--- src/rtl/core/tbs_pkg.sv ---
package tbs_pkg;
    localparam logic OP_LOAD   = 1'b0;
    localparam logic OP_SEARCH = 1'b1;

    localparam logic [1:0] TYPE_INT32 = 2'd0;
    localparam logic [1:0] TYPE_CHAR8 = 2'd1;
    localparam logic [1:0] TYPE_FP32  = 2'd2;
    localparam logic [1:0] TYPE_FP64  = 2'd3;

    localparam logic REG_ELEM_TYPE = 1'b0;
    localparam logic REG_ELEM_COUNT = 1'b1;

    typedef struct packed {
        logic        op;
        logic [9:0]  load_index;
        logic [63:0] value;
    } t_req;

    typedef struct packed {
        logic       found;
        logic [9:0] position;
    } t_rsp;

    // Ordering key: integers sign-extended, float sign-magnitude mapped to two's complement, plus NaN flag
    typedef struct packed {
        logic        nan;
        logic [63:0] ord;
    } t_key;

    function automatic t_key make_key(input logic [1:0] etype, input logic [63:0] bits);
        t_key k;
        logic [63:0] mag;
        k.nan = 1'b0;
        mag   = '0;
        case (etype)
            TYPE_INT32: k.ord = {{32{bits[31]}}, bits[31:0]};
            TYPE_CHAR8: k.ord = {{56{bits[7]}}, bits[7:0]};
            TYPE_FP32: begin
                mag   = {33'd0, bits[30:0]};
                k.nan = bits[30:0] > 31'h7F800000;
                k.ord = bits[31] ? (64'd0 - mag) : mag;
            end
            default: begin
                mag   = {1'b0, bits[62:0]};
                k.nan = bits[62:0] > 63'h7FF0000000000000;
                k.ord = bits[63] ? (64'd0 - mag) : mag;
            end
        endcase
        return k;
    endfunction
endpackage

--- src/rtl/core/tbs_search.sv ---
module tbs_search #(
    parameter int AW = 10,
    parameter int CW = 11
) (
    input  logic           i_clk,
    input  logic           i_rst_n,
    input  logic           i_start,
    input  logic [1:0]     i_etype,
    input  logic [CW-1:0]  i_count,
    input  logic [63:0]    i_key,
    input  logic [63:0]    i_rdata,
    output logic [AW-1:0]  o_raddr,
    output logic           o_busy,
    output logic           o_done,
    output tbs_pkg::t_rsp  o_rsp
);
    import tbs_pkg::*;

    localparam logic [1:0] ST_IDLE = 2'd0;
    localparam logic [1:0] ST_READ = 2'd1;
    localparam logic [1:0] ST_CMP  = 2'd2;

    logic [1:0]    r_state, n_state;
    logic [CW:0]   r_lo, n_lo;     // signed start
    logic [CW:0]   r_hi, n_hi;     // signed end
    logic [CW:0]   r_mid, n_mid;
    t_key          r_key, n_key;
    logic [1:0]    r_etype;
    logic          r_done, n_done;
    t_rsp          r_rsp, n_rsp;
    t_key          ekey;
    logic [CW:0]   sum;
    logic          un;

    assign ekey = make_key(r_etype, i_rdata);
    assign un   = r_key.nan | ekey.nan;
    assign sum  = r_lo + r_hi;

    // Sequence probes: read midpoint, then compare
    always_comb begin
        n_state = r_state;
        n_lo    = r_lo;
        n_hi    = r_hi;
        n_mid   = r_mid;
        n_key   = r_key;
        n_done  = 1'b0;
        n_rsp   = r_rsp;
        case (r_state)
            ST_IDLE: begin
                if (i_start) begin
                    n_key   = make_key(i_etype, i_key);
                    n_lo    = '0;
                    n_hi    = {1'b0, i_count} - 1'b1;
                    n_state = ST_READ;
                end
            end
            ST_READ: begin
                if ($signed(r_lo) <= $signed(r_hi)) begin
                    n_mid   = {1'b0, sum[CW:1]};
                    n_state = ST_CMP;
                end else begin
                    n_rsp   = '{found: 1'b0, position: '0};
                    n_done  = 1'b1;
                    n_state = ST_IDLE;
                end
            end
            ST_CMP: begin
                if (!un && r_key.ord == ekey.ord) begin
                    n_rsp   = '{found: 1'b1, position: 10'(r_mid)};
                    n_done  = 1'b1;
                    n_state = ST_IDLE;
                end else if (!un && $signed(r_key.ord) > $signed(ekey.ord)) begin
                    n_lo    = r_mid + 1'b1;
                    n_state = ST_READ;
                end else begin
                    n_hi    = r_mid - 1'b1;
                    n_state = ST_READ;
                end
            end
            default: n_state = ST_IDLE;
        endcase
    end

    always_ff @(posedge i_clk) begin
        if (!i_rst_n) begin
            r_state <= ST_IDLE;
            r_done  <= 1'b0;
        end else begin
            r_state <= n_state;
            r_done  <= n_done;
        end
        r_lo  <= n_lo;
        r_hi  <= n_hi;
        r_mid <= n_mid;
        r_key <= n_key;
        r_rsp <= n_rsp;
        if (i_start && r_state == ST_IDLE) begin
            r_etype <= i_etype;
        end
    end

    assign o_raddr = n_mid[AW-1:0];
    assign o_busy  = (r_state != ST_IDLE) | r_done;
    assign o_done  = r_done;
    assign o_rsp   = r_rsp;
endmodule

--- config.mk ---
export PLATFORM = sky130hd
export DESIGN_NAME = tbs_search
export DESIGN_NICKNAME = d
export VERILOG_FILES = /design/src/rtl/core/tbs_pkg.sv /design/src/rtl/core/tbs_search.sv
export SDC_FILE = /design/constraint.sdc
export NUM_CORES = 1
export LEC_CHECK = 0
export BUFFER_PORTS_ARGS = -buffer_cell sky130_fd_sc_hd__clkbuf_2
export CORE_MARGIN = 8
export CORE_UTILIZATION = 35
export CTS_CLUSTER_DIAMETER = 60
export DETAILED_ROUTE_END_ITERATION = 7
export PLACE_DENSITY_LB_ADDON = 0.12
export SYNTH_ARGS = -nofsm -noshare
export SYNTH_HDL_FRONTEND = slang
export SYNTH_SLANG_ARGS = --single-unit
export TNS_END_PERCENT = 20
--- constraint.sdc ---
create_clock -name i_clk -period 5.7 [get_ports i_clk]
set_clock_uncertainty 0.05 [all_clocks]
set_input_delay 1.14 -clock i_clk [delete_from_list [all_inputs] [get_ports i_clk]]
set_output_delay 1.14 -clock i_clk [all_outputs]
set_load 0.005 [all_outputs]
==> run metrics <==
outcome=finished clean; post-layout min period=5.29 ns; final global-route overflow total=0; Hold Path Class=reg -> reg; Post-route DRC=0; Post-Synthesis Cell Area=10700 um2; Worst Hold Launch=r_mid[0]$_DFF_P_; clock sink total=116; Hold Path End=r_lo[0]$_SDFFCE_PN0P_; Worst-Margin Slew=1.03 ns; Crit path arrival time=5.36 ns; CP Launch Type=primary input; syn avg cell area=8.66 um2; mux contribution to synthesized area=1.52%; Area growth, synth to finish=21.0%; DR vias/cell=5.46; IO Pins=167; reg2reg setup slack=0.87 ns; routed vias=10000; Layout Cells excl Fill=1836; Synth area leaders=edfxtp_1, ha_1, o21ai_0; DIE WIDTH=191 um; largest family of logic cells by synthesized area=compound AO/OA/AOI/OAI gates; die height=191 um; post-route clock period utilization=92.7%; commonest non-fill, non-tap cell in the layout=clkbuf_2; post-place instance area=12300 um2; GRT busiest layer=met2; LEAKAGE=5.10 nW; Final Instance Area=13000 um2; hold path depth=1; Seq/Total Area, Yosys=31.3%; Longest Clk Path Bufs=2; routability cong.=0.893; CP max FO=12; syn nets=1479; commonest non-fill, non-tap cells in the layout=clkbuf_2, o21ai_0, nand2_1; Critical Path Max Stage Delay=0.35 ns; CP endpoint kind=flop; FFs w/ async S/R, synth=0%; Post-Synth Simple-Gate Area=20.8%; clock-pin slew on the worst setup and hold paths=0.06 ns; synthesized instance count=1237; XOR/XNOR Fraction of Synth Area=9.00%; Pins Over Slew Limit=0; clock network latency to the later pin of the worst-skew pair=0.41 ns; core area=30300 um2; WL per Instance=18.6 um; worst flop-to-flop path startpoint=r_etype[0]$_DFFE_PP_; RSZ-0062 raised after global routing=false; port bufs=166; R2R Path End=r_lo[6]$_SDFFCE_PN0P_; critical path data required time=5.77 ns; count of different cell masters after synthesis=83; share of cells above drive strength 1=21.8%; R2R depth=16; crit-path cells=clkbuf_2, nor4_2, nand3_1, buf_4, nor3_1, nand2_1, or3_1, ha_1, mux2_2, o21ai_0, buf_4, ha_1, nand4_1, nor4_1, buf_4, o311ai_0, buf_4, nor4b_2, buf_4, o21ai_0, a22o_1, buf_12; largest net degree at the start of global routing=70; endpoints failing setup=0; Pre-Repair DR Iteration Count=6; CTS HTree Levels=4; Fin. Hold Viols=0; Rows=64; adder-cell share of the synthesized area=11.5%; DRT iter0 DRCs=680; # fillers=3043; met1 Use GR=24.8%; number of global-route vias before repair=9937; Compound-Gate Fraction of Synth Area=21.8%; Post-Route WL=34200 um; MaxCap Viol Count=0; Ys Warns=0; hpwl dp=27400 um; M2 GR Usage=29.8%; FMAX=189 MHz; initial antenna violation count=4; DIE AREA=36500 um2; Worst IR Drop VDD=0.191 mV; Primary FF master, synth=edfxtp_1; number of buffers created by CTS=17; post-synth top area share=28.9%; number of hold buffers added after cts=0; Post-synth EDFFs=103; GRT Overall Usage=18.6%; Starting Density=35.3%; CP max stage cell=nor4_2; Max-slew headroom=31.0%; cell mode on critical path=buf_4; Yosys reg bits=116; GR Util met3=2.83%; number of nets in the layout=1667; cell total after placement=1802; clock root buffer=clkbuf_16; area leader, netlist=edfxtp_1; CP Class=in -> reg; total power=3.61 mW; post-route ant nets=0; cell area power density=278 nW/um2; CTS tree=done; global-route wire length before repair=54300 um
[metal layers]
| layer | share of wire (%) | routed length (um) |
|---|---|---|
| met5 | 0.079 | 27 |
| met4 | 3.1 | 1070 |
| met2 | 46 | 15600 |
| met1 | 47 | 15900 |
| met3 | 4.5 | 1550 |
[what timing repair did]
item	in CTS	in global routing
setup buffers	0	0
setup endpoints to repair	0	23
gates resized for setup	0	2
[stage by stage]
stage / hold WS, ns / utilization [%] / worst slack (ns) / TNS (ns)
3_5_place_dp: 0.529 / 40.5 / -0.159 / -2.89
5_1_grt: 0.557 / 42.7 / 0.00576 / 0
4_1_cts: 0.543 / 42.6 / 0.246 / 0
6_report: 0.541 / 42.7 / 0.414 / 0
3_3_place_gp: 0.523 / 40.5 / -0.115 / -1.97
2_1_floorplan: 0.456 / - / -0.147 / -1.62
[critical path: cells and delay by family]
kind            cells  cell delay [ns]
fa+ha+maj           2             0.40
buf+inv             7             1.04
compound gates      4             0.82
mux                 1             0.25
simple gates        8             1.70
[flip-flops by register name (all words and copies together), names as in the netlist]
name / cells
o_rsp: 11
r_etype: 2
r_state: 2
r_hi: 12
r_lo: 12
r_key: 65
r_mid: 11
o_done: 1
[logic make-up after synthesis]
group | Yosys count
adder cells (fa/ha/maj) | 98
multiplexers | 15
buffers and inverters | 106
AND/OR/NAND/NOR | 428
flip-flops | 116
XOR/XNOR | 110
AO/OA/AOI/OAI | 364
[where the power goes]
group	switching [mW]	internal (mW)	total, mW
Clock	0.418	0.782	1.20
Combinational	0.669	0.503	1.17
Sequential	0.136	1.10	1.24
[cell type report]
cell class	instances	area (um2)	area share (%)
Clock inverter	14	228	1.76
Clock buffer	18	429	3.31
Inverter	44	165	1.27
Sequential cell	116	3350	25.9
Antenna cell	2	5.00	0.0386
Multi-Input combinational cell	1015	6950	53.6
Timing Repair Buffer	231	1330	10.3
Tap cell	396	495	3.82
[worst max path at each step]
stage	from	end	slack, ns	depth (start not counted)
2_1_floorplan	i_rdata[16]	o_rsp[0]$_SDFFCE_PN0P_	-0.15	16
3_3_place_gp	i_rdata[19]	r_hi[8]$_DFFE_PP_	-0.11	23
5_1_grt	i_rdata[0]	r_hi[6]$_DFFE_PP_	0.006	22
3_5_place_dp	i_rdata[4]	r_hi[9]$_DFFE_PP_	-0.16	19
4_1_cts	i_rdata[19]	r_hi[6]$_DFFE_PP_	0.25	23
6_report	i_rdata[19]	r_lo[6]$_SDFFCE_PN0P_	0.41	22
[synthesized netlist by cell type, drive strengths merged, types with 4 or more instances]
master	count
o21ai	144
nand2	111
edfxtp	103
ha	97
nor2	94
a21oi	81
xnor2	57
xor2	53
clkbuf	51
nor3	44
inv	43
nand4	35
nand3	29
o31ai	27
nor4	25
o41ai	21
and2	17
or4	16
o311ai	15
dfxtp	13
nand2b	13
or3	12
o211ai	11
mux2	10
o221ai	10
buf	9
or2	9
a21o	7
o21a	7
and3	6
a21bo	5
mux2i	5
nor2b	5
o211a	5
a21boi	4
and4	4
o21bai	4
Note: power is estimated with default switching activity, not from simulation.
